$ cat config.mk
export PLATFORM = sky130hd
export DESIGN_NAME = ucbe_mul
export DESIGN_NICKNAME = d
export VERILOG_FILES = /design/src/sv/ucbe_mul.sv
export SDC_FILE = /design/constraint.sdc
export NUM_CORES = 2
export LEC_CHECK = 0
export BUFFER_PORTS_ARGS = -buffer_cell sky130_fd_sc_hd__clkbuf_2
export CAP_MARGIN = 20
export CORE_UTILIZATION = 45
export CTS_CLUSTER_DIAMETER = 200
export DETAILED_ROUTE_END_ITERATION = 10
export SLEW_MARGIN = 40
export SYNTH_ARGS = -nofsm -noshare
export SYNTH_HDL_FRONTEND = slang
export SYNTH_SLANG_ARGS = --single-unit
$ cat constraint.sdc
create_clock -name i_clk -period 14.73 [get_ports i_clk]
set_input_delay 2.2095 -clock i_clk [delete_from_list [all_inputs] [get_ports i_clk]]
set_output_delay 2.2095 -clock i_clk [all_outputs]
set_load 0.03 [all_outputs]
$ cat src/sv/ucbe_mul.sv
// ----------------------------------------------------------------------------
// ucbe_mul
// Shared signed multiplier with a registered product.
// ----------------------------------------------------------------------------
module ucbe_mul #(
    parameter int A_W = 35,
    parameter int B_W = 20
) (
    input  logic                   i_clk,
    input  logic signed [A_W-1:0]  i_a,
    input  logic signed [B_W-1:0]  i_b,
    output logic signed [A_W+B_W-1:0] o_p
);
    always_ff @(posedge i_clk) begin
        o_p <= i_a * i_b;
    end
endmodule

==> flow_summary.yaml <==
worst_setup_path:
  path_buf_inv: 5
  critPathArrivalTime_ns: 9.93
  crit_family: "adder cells"
  cp_slowest_stage_delay_ns: 0.67
  worstPathMaxFanout: 35
  crit_required_ns: 14.91
  critPathCaptureType: "flop"
  worstSetupPathDepth: 23
  crit_path_frequent_cell: "fa_1"
  cp_slowest_cell: "o31ai_2"
  worst-setup-path-type: "primary input to flop"
  path_cells: "clkbuf_2 > and2_1 > fa_1 > inv_1 > fa_1 > fa_1 > fa_1 > inv_1 > fa_1 > fa_1 > inv_1 > fa_1 > inv_1 > ha_1 > nand2_1 > o211ai_1 > a21oi_1 > o31ai_2 > a21oi_2 > o21ai_1 > o21ai_2 > mux2i_1 > a2111oi_0"
  critPathLaunchType: "primary input"
  crit_start: "i_b[8]"
sta:
  relSlewSlack: 0.410
  setup_tns_ns: 0
  hold_viol: 0
  final-max-slew-violation-count: 0
  finalCritPeriodShare: 0.662
  setup_violations: 0
  rsz0062_at_grt: "no"
  fmax_mhz: 102
  tightest_slew_ns: 0.886
  min_period_ns: 9.76
route:
  drc_errors: 0
  viasPerCell: 5.09
  wl_um: 67700
  first_iter_violations: 968
  drtAntennaViolNets: 0
  drtPass1Iterations: 6
  wl_per_cell_um: 19.0
  vias: 18200
finish:
  num-nets-final: 3693
  largest_register_ffs: 55
  area_growth_pct: 4.45
  drive_above_1_share: 0.0516
  max_flop_register: "o_p"
  reg_top3: "o_p x55"
global_route:
  grt_start_max_net_pins: 36
  grt_pass1_vias: 20800
  track_usage: 0.249
  grt_pass1_wl_um: 113000
  antenna_found_initial: 4
  gr-total-overflow: 0
min_path:
  hold_start: "i_b[0]"
  hp-class: "primary input to flop"
  min_to: "o_p[0]"
  min_path_cells: 3
floorplanning:
  initial_core_util: 0.457
  die_area_mm2: 0.0583
  die_y_um: 242
  chipWidth_um: 242
  core-area_mm2: 0.0565
  io_pins: 111
  core.rowCount: 87
flow_run:
  drv_cap: 0
yosys:
  syn-cell-area_mm2: 0.0258
  yosysUniqueCellTypes: 57
  yosysSeqAreaShare: 0.0426
  syn_avg_cell_area_um2: 9.11
  ys.flop_type: "dfxtp_1"
  async_flop_share: 0
  ys_ff_latch: 55
  ys_warn_count: 0
  synth_cells: 2835
  synth-edff-count: 0
  synth.net_count: 3718
cts:
  ctsHoldBuffers: 0
  root_buffer: "clkbuf_16"
  cts.sinks: 55
  post_cts_resized: 0
  numCtsBuffers: 5
  post_cts_buffers: 0
  clk_path_buf_depth: 2
  h-tree-depth: 2
  cts_tree: "yes"
  cts.clk_slew.worst_paths_ns: 0.09
run_status:
  status: "complete, no violations"
placement:
  hpwl_um: 53800
  port_buffers: 110
  gp_congestion: 0.865
cell families after synthesis:
kind of cell,after synthesis,share of synthesized area
fa+ha+maj,827,0.601
flops,55,0.0426
xor+xnor,61,0.0207
compound gates,161,0.0407
buf+inv,912,0.134
simple gates,818,0.160
mux,1,0.000388
per-stage QoR:
| step | std cells | cell area, um^2 | worst slack (ns) | util | hold slack [ns] |
|---|---|---|---|---|---|
| 6_report | 3569 | 27000 | 4.97 | 0.477 | 2.48 |
| 3_5_place_dp | 3559 | 26800 | 4.60 | 0.474 | 2.65 |
| 3_3_place_gp | 3559 | 26800 | 4.52 | 0.474 | 2.65 |
| 2_1_floorplan | 2835 | 25800 | 6.13 | - | 2.33 |
| 5_1_grt | 3568 | 27000 | 4.71 | 0.477 | 2.49 |
| 4_1_cts | 3567 | 27000 | 4.97 | 0.477 | 2.45 |
worst max path at each step:
stage                   end
floorplan           o_p[52]
global route        o_p[43]
detailed placement  o_p[52]
global placement    o_p[52]
CTS                 o_p[52]
finish              o_p[43]
routing by layer:
layer  GRT usage  part of all wire
met1       0.321              0.41
met2       0.427              0.50
met3      0.0337             0.053
met4      0.0939             0.038
met5           0           0.00015
area by class of cell:
cell class / count / area [um^2]
fillers: 5389 / 29500
multi-input cells: 1868 / 21300
inverters: 762 / 2860
flip-flops and latches: 55 / 1100
well taps: 756 / 946
repair buffers: 118 / 621
clock buffers: 6 / 139
clock inverters: 2 / 35.0
diodes: 2 / 5.00
synthesized netlist by cell type (all sizes together) (2+ instances only):
library cell  instances  area (um^2)
buf                   3         30.0
nand3                13         65.1
a221oi                5         43.8
a211oi                3         22.5
nor2                 56          210
nand4                 9         62.6
nor3                  6         30.0
nor2b                 8         52.6
clkbuf              147          572
or3                   2         12.5
ha                  137         1710
o2111ai               2         23.8
o31ai                 5         42.5
or2b                  2         17.5
xor2                 20          175
a31oi                 5         31.3
o21ai                28          144
inv                 762         2860
a21oi                60          312
and2                366         2290
and4                  5         43.8
a21o                 20          154
and3                  2         12.5
a211o                 2         17.5
o211ai                4         30.0
nand2b                7         43.8
o21a                  9         67.6
fa                  690        13800
a311oi                2         23.8
o21bai                8         60.1
dfxtp                55         1100
xnor2                41          359
nand2               339         1270
layout by cell type (no fill, tap or decap), drive strengths merged, types with 28 or more instances in the layout:
cell    netlist  layout
nand2       339     339
and2        366     366
inv         762     761
o21ai        28      28
fa          690     690
nor2         56      56
xnor2        41      41
dfxtp        55      55
a21oi        60      60
clkbuf      147     116
ha          137     137
Power is not shown: default switching activity piles up to over one toggle a cycle in this logic, so the estimate is an artifact.
