### src/sv/ucbe_pkg.sv
// ----------------------------------------------------------------------------
// ucbe_pkg
// Types and codes shared by the uniform cubic B-spline evaluator.
// ----------------------------------------------------------------------------
package ucbe_pkg;

    localparam int COORD_WIDTH = 16;
    localparam int IDX_W       = 16;
    localparam int T_W         = 17;
    localparam int W_W         = 19;

    localparam logic [1:0] OP_CLEAR  = 2'd0;
    localparam logic [1:0] OP_APPEND = 2'd1;
    localparam logic [1:0] OP_EVAL   = 2'd2;

    localparam logic [1:0] ST_OK    = 2'd0;
    localparam logic [1:0] ST_FEW   = 2'd1;
    localparam logic [1:0] ST_RANGE = 2'd2;
    localparam logic [1:0] ST_FULL  = 2'd3;

    localparam logic CFG_SAMPLE_COUNT = 1'b0;
    localparam logic CFG_CLOSED_MODE  = 1'b1;

    typedef struct packed {
        logic [1:0]                    opcode;
        logic signed [COORD_WIDTH-1:0] point_x;
        logic signed [COORD_WIDTH-1:0] point_y;
        logic [IDX_W-1:0]              sample_index;
    } t_in_item;

    typedef struct packed {
        logic signed [COORD_WIDTH-1:0] curve_x;
        logic signed [COORD_WIDTH-1:0] curve_y;
        logic [1:0]                    status;
    } t_out_item;

endpackage

### src/sv/ucbe_store.sv
// ----------------------------------------------------------------------------
// ucbe_store
// Control point memory, one write and one registered read per cycle.
// ----------------------------------------------------------------------------
module ucbe_store #(
    parameter int DEPTH = 64,
    parameter int AW    = 6
) (
    input  logic                 i_clk,
    input  logic                 i_we,
    input  logic [AW-1:0]        i_waddr,
    input  logic [2*ucbe_pkg::COORD_WIDTH-1:0] i_wdata,
    input  logic [AW-1:0]        i_raddr,
    output logic [2*ucbe_pkg::COORD_WIDTH-1:0] o_rdata
);
    import ucbe_pkg::*;

    logic [2*COORD_WIDTH-1:0] mem [DEPTH];

    always_ff @(posedge i_clk) begin
        if (i_we) begin
            mem[i_waddr] <= i_wdata;
        end
        o_rdata <= mem[i_raddr];
    end
endmodule

### config.mk
export PLATFORM = sky130hd
export DESIGN_NAME = ucbe_store
export DESIGN_NICKNAME = d
export VERILOG_FILES = /design/src/sv/ucbe_pkg.sv /design/src/sv/ucbe_store.sv
export SDC_FILE = /design/constraint.sdc
export NUM_CORES = 2
export LEC_CHECK = 0
export BUFFER_PORTS_ARGS = -buffer_cell sky130_fd_sc_hd__buf_2
export CAP_MARGIN = 15
export CORE_MARGIN = 2
export CORE_UTILIZATION = 50
export CTS_CLUSTER_SIZE = 40
export DETAILED_ROUTE_END_ITERATION = 12
export PLACE_DENSITY = 0.65
export SYNTH_ARGS = -nofsm -noshare
export SYNTH_HDL_FRONTEND = slang
export SYNTH_SLANG_ARGS = --single-unit
### constraint.sdc
create_clock -name i_clk -period 10.35 [get_ports i_clk]
set_clock_uncertainty 0.2 [all_clocks]
set_input_delay 0 -clock i_clk [delete_from_list [all_inputs] [get_ports i_clk]]
set_output_delay 0 -clock i_clk [all_outputs]
set_load 0.02 [all_outputs]
==> metrics.yaml <==
switchingPower_uw: 3620
cp-start-kind: "primary input"
clock_sinks: 2080
port_buffers: 77
grt-ovfl-total: 0
final_common_cell: "edfxtp_1"
fin_nets: 3625
end_kind: "flop"
worstPathArrival_ns: 4.56
cts_root_buf: "clkbuf_16"
gp_congestion: 0.768
antenna_found_initial: 22
path_class: "in -> reg"
yosysTopAreaCellShare_pct: 78.3
ys_seq_area_share_pct: 79.1
outcome: "complete, no violations"
finalHoldViolations: 0
max-cap-violations: 0
ioPinCount: 78
clockBufferDepth: 3
cp_cell_sequence: "dlygate4sd3_1, buf_8, buf_12, buf_4, nor2b_1, a22oi_1, and3_1, o32ai_1, nor3_1, dlygate4sd3_1"
ys_top_cells_by_area: "edfxtp_1, mux4_2, mux2i_1"
cts_buffers: 200
critPathMaxStageDelay_ns: 0.67
period_share_pct: 39.3
num_vias: 37077
hold_path_class: "in -> reg"
die_x_um: 400
ant_nets: 0
postSynthRegisterBits: 2080
avgSynthCellArea_um2: 23.6
synth_top_area_cell: "edfxtp_1"
power.density_nw_per_um2: 195
dieHeight_um: 400
setup_violations: 0
dieArea_um2: 160000
grt_pass1_vias: 36868
intPower_uw: 13700
first_iter_violations: 4740
path_common_cell: "dlygate4sd3_1"
maxSlewViolCount: 0
clkPwrFrac_pct: 41.1
seq_power_share_pct: 54.0
syn_area_um2: 78500
grt_max_degree: 105
drc: 0
areaGrowthSynthToFinish_pct: 13.4
nFillCells: 11194
required_ns: 10.84
power_frac_comb_pct: 4.9
cts_tree: "built"
rows: 145
coreArea_um2: 156000
synth.distinct_cells: 34
leakage_uw: 0.0277
synth_cells: 3324
cts_resized: 0
grt_pass1_wl_um: 280000
drive_gt1_share_pct: 29.2
relSlewSlack_pct: 19.4
crit_fanout: 73
multi_input_area_um2: 16000
clock_latency_ns: 0.82
rsz0062_at_grt: "false"
hpwl_um: 102000
track_usage_pct: 25.0
mostFrequentLayoutCells: "edfxtp_1, mux4_2, clkbuf_16"
clk_pin_slew_ns: 0.06
maxClockFrequency_mhz: 246
hold_ws_ns: 0.0347
setup-tns-final_ns: 0
p_sw_share_pct: 20.9
cts_setup_buffers: 0
routedWlPerCell_um: 34.2
min_period_ns: 4.07
yosysWarnings: 0
seqCellArea_um2: 62100
h-tree-depth: 4
wl_um: 199000
syn-num-nets: 3370
finish.utilization_pct: 57.1
irDropWorstVdd_mv: 0.183
cpMaxStageDelayCell: "buf_4"
layout.cells.non_filler: 5814
tightest_slew_ns: 1.21
firstDrtPassIters: 6
viasPerCell: 6.38
start_util_pct: 50.3
dp_cells: 5380
worst max-delay path, delay by kind of cell:
| kind | cells | cell delay (ns) |
|---|---|---|
| and+or+nand+nor | 3 | 0.89 |
| AOI/OAI and AO/OA | 2 | 0.69 |
| buffers and inverters | 5 | 2.81 |
state kept, by name, indices dropped and copies added, names as in the netlist:
name / cells
o_rdata: 32
mem: 2048
cell families after synthesis:
family                 share of synthesized area, %
AO/OA/AOI/OAI                                  1.67
buffers and inverters                          1.13
flip-flops                                     79.1
multiplexers                                   16.8
AND/OR/NAND/NOR                                1.27
synthesized netlist by cell type:
cell type and n:
nand4b_1 1, and3_1 4, a41o_1 4, a22oi_1 12
nor2b_1 15, edfxtp_1 2048, nand2_1 26, nor3_1 7
o221ai_1 27, and2_1 2, or2_0 1, nand3_1 5
a31oi_1 1, mux2i_1 93, a21oi_1 62, nand2b_1 8
nand4_1 2, nand3b_1 5, o22ai_1 84, or3b_1 2
dfxtp_1 32, buf_1 21, or3b_2 3, a311oi_1 8
buf_2 57, or3_1 3, buf_4 25, mux4_2 544
nor2_1 137, buf_6 5, o32ai_1 4, or2_1 1
or2_2 1, clkbuf_1 74
metrics by stage:
stage | cell area, um^2 | power, uW | worst slack, ns
global placement | 82000 | 10400 | 6.21
CTS | 88900 | 17500 | 6.33
finish | 89000 | 17300 | 6.28
detailed placement | 82000 | 10400 | 6.20
global route | 89000 | 17800 | 6.13
floorplan | 78500 | 10000 | 6.99
cell type report:
class | instances | share of cell area [%]
sequential | 2080 | 69.8
clock buffer | 273 | 6.24
multi-input combinational | 1062 | 17.9
clock inverter | 103 | 1.00
antenna | 3 | 0.00843
timing repair buffer | 235 | 2.14
tap | 2058 | 2.89
path summary, 6_finish.rpt:
| kind | from | endpoint | slack [ns] | cells after the start |
|---|---|---|---|---|
| hold reg to reg | mem[28][8] | o_rdata[8] | 0.60 | 4 |
| setup reg to reg | mem[39][4] | o_rdata[4] | 7.69 | 6 |
| setup / recovery | i_raddr[1] | o_rdata[4] | 6.28 | 10 |
| hold / removal | i_wdata[16] | mem[2][16] | 0.03 | 2 |
layer usage:
metal  track usage [%]  part of all wire (%)  up-vias
li1                  -                     -    14791
met1              36.2                    40    20117
met2              39.2                    48     1857
met3              5.09                   9.5      298
met4              6.77                   2.5       14
met5                 0                 0.039        -
power groups by stage:
stage,Sequential [uW],Combinational [uW],Clock (uW)
floorplan,9540,454,0
global placement,9540,817,0
detailed placement,9550,829,0
CTS,9370,849,7240
global route,9370,898,7570
finish,9370,846,7140
timing repair:
action / CTS / global route
endpoints found under the hold margin: 2313 / 16
hold buffers: 45 / 2
endpoints found under the setup margin: 0 / 0
(Power assumes the default switching activity.)
