`src/sv/ucbe_div.sv`:
```
// ----------------------------------------------------------------------------
// ucbe_div
// Restoring divider, one quotient bit per cycle.
// ----------------------------------------------------------------------------
module ucbe_div #(
    parameter int DV_W = 32,
    parameter int DS_W = 16
) (
    input  logic            i_clk,
    input  logic            i_rst_n,
    input  logic            i_start,
    input  logic [DV_W-1:0] i_dividend,
    input  logic [DS_W-1:0] i_divisor,
    output logic            o_done,
    output logic [DV_W-1:0] o_quot,
    output logic [DS_W-1:0] o_rem
);
    localparam int CNT_W = $clog2(DV_W + 1);

    logic [DS_W-1:0]  r_rem;
    logic [DV_W-1:0]  r_quo;
    logic [DS_W-1:0]  r_dsr;
    logic [CNT_W-1:0] r_cnt;
    logic             r_busy;
    logic             r_done;
    logic [DS_W:0]    sh;
    logic [DS_W+1:0]  diff;

    assign sh   = {r_rem, r_quo[DV_W-1]};
    assign diff = {1'b0, sh} - {2'b00, r_dsr};

    always_ff @(posedge i_clk) begin
        if (!i_rst_n) begin
            r_busy <= 1'b0;
            r_done <= 1'b0;
            r_cnt  <= '0;
        end else begin
            r_done <= 1'b0;
            if (i_start) begin
                r_busy <= 1'b1;
                r_cnt  <= CNT_W'(DV_W);
                r_rem  <= '0;
                r_quo  <= i_dividend;
                r_dsr  <= i_divisor;
            end else if (r_busy) begin
                if (diff[DS_W+1]) begin
                    r_rem <= sh[DS_W-1:0];
                    r_quo <= {r_quo[DV_W-2:0], 1'b0};
                end else begin
                    r_rem <= diff[DS_W-1:0];
                    r_quo <= {r_quo[DV_W-2:0], 1'b1};
                end
                r_cnt <= r_cnt - 1'b1;
                if (r_cnt == CNT_W'(1)) begin
                    r_busy <= 1'b0;
                    r_done <= 1'b1;
                end
            end
        end
    end

    assign o_done = r_done;
    assign o_quot = r_quo;
    assign o_rem  = r_rem;
endmodule

```
`config.mk`:
```
export PLATFORM = sky130hd
export DESIGN_NAME = ucbe_div
export DESIGN_NICKNAME = d
export VERILOG_FILES = /design/src/sv/ucbe_div.sv
export SDC_FILE = /design/constraint.sdc
export NUM_CORES = 1
export LEC_CHECK = 0
export BUFFER_PORTS_ARGS = -buffer_cell sky130_fd_sc_hd__buf_2
export CAP_MARGIN = 20
export CORE_ASPECT_RATIO = 1.1
export CORE_MARGIN = 3
export CORE_UTILIZATION = 29
export CTS_CLUSTER_DIAMETER = 150
export DETAILED_ROUTE_END_ITERATION = 12
export PLACE_DENSITY = 0.52
export SLEW_MARGIN = 20
export SYNTH_ARGS = -nofsm -noshare
export SYNTH_HDL_FRONTEND = slang
export SYNTH_SLANG_ARGS = --single-unit
```
`constraint.sdc`:
```
create_clock -name i_clk -period 2.34 [get_ports i_clk]
set_clock_uncertainty 0.1 [all_clocks]
set_input_delay 0.117 -clock i_clk [delete_from_list [all_inputs] [get_ports i_clk]]
set_output_delay 0.117 -clock i_clk [all_outputs]
set_load 0.02 [all_outputs]
```
==> impl_metrics.toml <==
[logic_synthesis]
synth_warnings = 0
netlist_instances = 321
async_reset_ff_share_pct = 0
synthAdderAreaFrac_pct = 6.27
synth_edf_count = 64
synth.net_count = 391
syn_avg_cell_area_sq_um = 12.2
synth.area.mux_share_pct = 9.98
synth-seq-cells = 72
synth_top_family_by_area = "compound AO/OA/AOI/OAI gates"
ys.flop_type = "edfxtp_1"
synth_xor_area_share_pct = 2.46
synth_seq_area_share_pct = 53.2
synthDistinctLibCells = 61
netlist_area_sq_mm = 0.00391
synth_compound_area_share_pct = 14.6
synth-simple-area-share_pct = 8.86

[floorplanning]
rows = 43
die_h_um = 128
coreArea_sq_mm = 0.0129
initial_core_util_pct = 30.3
die_w_um = 117
die_area_sq_mm = 0.0149
pin_count = 100

[clock_network]
insertion_delay_ps = 340
path_clk_slew_ps = 60
cts_root_buf = "clkbuf_16"
cts.sinks = 72
cts_tree = "built"
clockBufferDepth = 2
cts_htree_levels = 3
cts-buffers-inserted = 9

[pwr]
p_sw_mw = 1.20
vdd_drop_max_uv = 446
power-per-cell-area_mw_per_mm2 = 685
swShare_pct = 29.1
power.internal_mw = 2.93
power_mw = 4.14
p_comb_share_pct = 28.7
leakage_nw = 2.55
p_clk_share_pct = 33.1
p_seq_share_pct = 38.2

[sta]
slew_violations = 0
maxSlewHeadroom_pct = 59.5
rsz0062_at_grt = "yes"
min_period_ps = 2620
max_freq_ghz = 0.381
setup_viol = 17
finalCritPeriodShare_pct = 112
hold_viol = 0
worst_slack_ps = -282
tightest_slew_ps = 601

[global_routing]
gr-usage-met1_pct = 18.2
met3_usage_pct = 5.29
grt_usage_pct = 15.0
grt_most_used_layer = "met2"
grt_pass1_wl_um = 17500
grt_pass1_vias = 3511
grt_max_degree = 40
grt-ovfl-total = 0
antenna_found_initial = 0
met2_usage_pct = 25.0

[worst_hold_path]
hp-class = "input port to flip-flop"

[drt]
dr.first_iter.drc_count = 84
vias_per_cell = 4.89
wl_per_cell_um = 16.0
vias = 3366
drc_errors = 0
first_pass_iters = 4
postRouteWirelength_um = 11000
ant_nets = 0

[final_layout]
seq_area_sq_mm = 0.00208
n_antenna_cell = 0
area_growth_pct = 54.3
drive_above_1_share_pct = 47.6
nFillCells = 1189
utilization_pct = 46.8
stdcell_count = 689
final_nets = 597
multi_input_area_sq_mm = 0.00188

[setup_path]
cp.required_ps = 2330
reg2reg_depth = 10
startpoint_type = "flip-flop"
cp-endpoint = "o_rem[14]"
r2r_slack_ps = -280
cp_data_arrival_time_ps = 2610
r2r_start = "o_quot[31]"
critPathLaunch = "o_quot[31]"
path_class = "flip-flop to flip-flop"
rr_endpoint = "o_rem[14]"
crit_fanout = 4
endpoint_kind = "flip-flop"

[place]
preCtsSetupSlack_ps = -299
dp_hpwl_um = 7390
place_congestion = 0.846
place_inst = 609
port_buffers = 99

[outcome]
status = "finished, violations left"
failed_checks = "setup timing"

[flow_run]
maxCapViolations = 0
layout by cell type, fill, tap and decap left out, drive strengths merged, types with 4 or more instances in the layout:
master	count
o21ai	13
clkbuf	12
dfxtp	8
nor2	12
nand2	13
nand3	18
inv	26
ha	18
nor3	7
o21a	4
buf	158
a211oi	6
mux2	32
edfxtp	64
xnor2	8
dlygate4sd3	48
a21oi	21
a21o	7
per-stage QoR:
| step | setup TNS (ps) | instance area, sq um | hold slack [ps] |
|---|---|---|---|
| floorplan | -1850 | 3950 | 116 |
| global placement | -1170 | 4920 | 196 |
| detailed placement | -1740 | 4920 | 195 |
| CTS | -1050 | 5840 | 3.66 |
| global route | -3650 | 6040 | 4.11 |
| finish | -2190 | 6040 | 6.43 |
logic make-up (layout without fill, tap and decap cells):
group | count (synthesis) | in the layout
AOI/OAI and AO/OA | 78 | 79
muxes | 35 | 35
DFF | 72 | 72
buffers and inverters | 39 | 249
and+or+nand+nor | 67 | 67
xor gates and xnor gates | 11 | 11
adders and majority gates | 19 | 19
worst min-delay path by stage:
stage | cells past startpoint | startpoint | slack, ps | to
6_report | 2 | i_dividend[0] | 6 | o_quot[0]
5_1_grt | 2 | i_dividend[0] | 4 | o_quot[0]
4_1_cts | 2 | i_dividend[0] | 4 | o_quot[0]
3_5_place_dp | 1 | i_divisor[0] | 200 | r_dsr[0]
3_3_place_gp | 1 | i_divisor[15] | 200 | r_dsr[15]
2_1_floorplan | 0 | i_divisor[0] | 120 | r_dsr[0]
registers in the layout, indices dropped and copies added, names as in the netlist:
register  flops
o_quot       32
o_rem        16
r_dsr        16
r_cnt         6
o_done        1
r_busy        1
cell type report:
class | instances | share of cell area, %
Clock buffer | 11 | 3.85
Clock inverter | 5 | 0.974
Inverter | 26 | 1.62
Multi-Input combinational cell | 211 | 31.1
Sequential cell | 72 | 34.5
Tap cell | 157 | 3.25
Timing Repair Buffer | 207 | 24.7
per-layer routing:
layer	part of all wire, %	vias up
met4	1.7	0
met2	49	105
met1	43	1620
met3	6.1	10
met5	0	-
li1	-	1631
power by group through the flow:
stage | Clock, mW | Sequential, mW | Combinational [mW]
floorplan | 0 | 1.68 | 0.542
global placement | 0 | 1.60 | 0.974
detailed placement | 0 | 1.60 | 0.987
CTS | 1.42 | 1.58 | 1.12
global route | 1.47 | 1.59 | 1.29
finish | 1.37 | 1.58 | 1.19
cells in the mapped netlist (all sizes together) (3+ instances only):
| cell type | n | area, sq um |
|---|---|---|
| nor2 | 12 | 45.0 |
| nand2 | 13 | 48.8 |
| o21a | 3 | 30.0 |
| and3 | 3 | 20.0 |
| inv | 26 | 97.6 |
| mux2i | 3 | 30.0 |
| a211oi | 6 | 45.0 |
| o22ai | 3 | 18.8 |
| buf | 6 | 47.5 |
| ha | 18 | 225 |
| or3 | 3 | 18.8 |
| a21boi | 3 | 22.5 |
| nor3 | 7 | 35.0 |
| clkbuf | 6 | 26.3 |
| xnor2 | 8 | 70.1 |
| a21o | 7 | 53.8 |
| a31oi | 3 | 18.8 |
| edfxtp | 64 | 1920 |
| o21ai | 13 | 76.3 |
| nand3 | 18 | 100 |
| a21oi | 21 | 109 |
| xor2 | 3 | 26.3 |
| dfxtp | 8 | 160 |
| mux2 | 32 | 360 |
timing repair:
item / CTS / global route
setup buffers: 6 / 8
gates resized for setup: 24 / 21
hold buffers: 48 / 0
gates cloned: 1 / 1
hold endpoints to repair: 49 / 0
pin swaps: 11 / 17
endpoints found under the setup margin: 17 / 17
critical path, stage by stage (launching register included):
cell	delay [ps]
edfxtp_1	400
inv_2	80
ha_4	120
inv_2	30
fa_2	340
a21o_1	180
a221o_2	450
a221oi_2	280
o21bai_1	120
xnor2_1	170
o22ai_1	90
(Power assumes the default switching activity.)
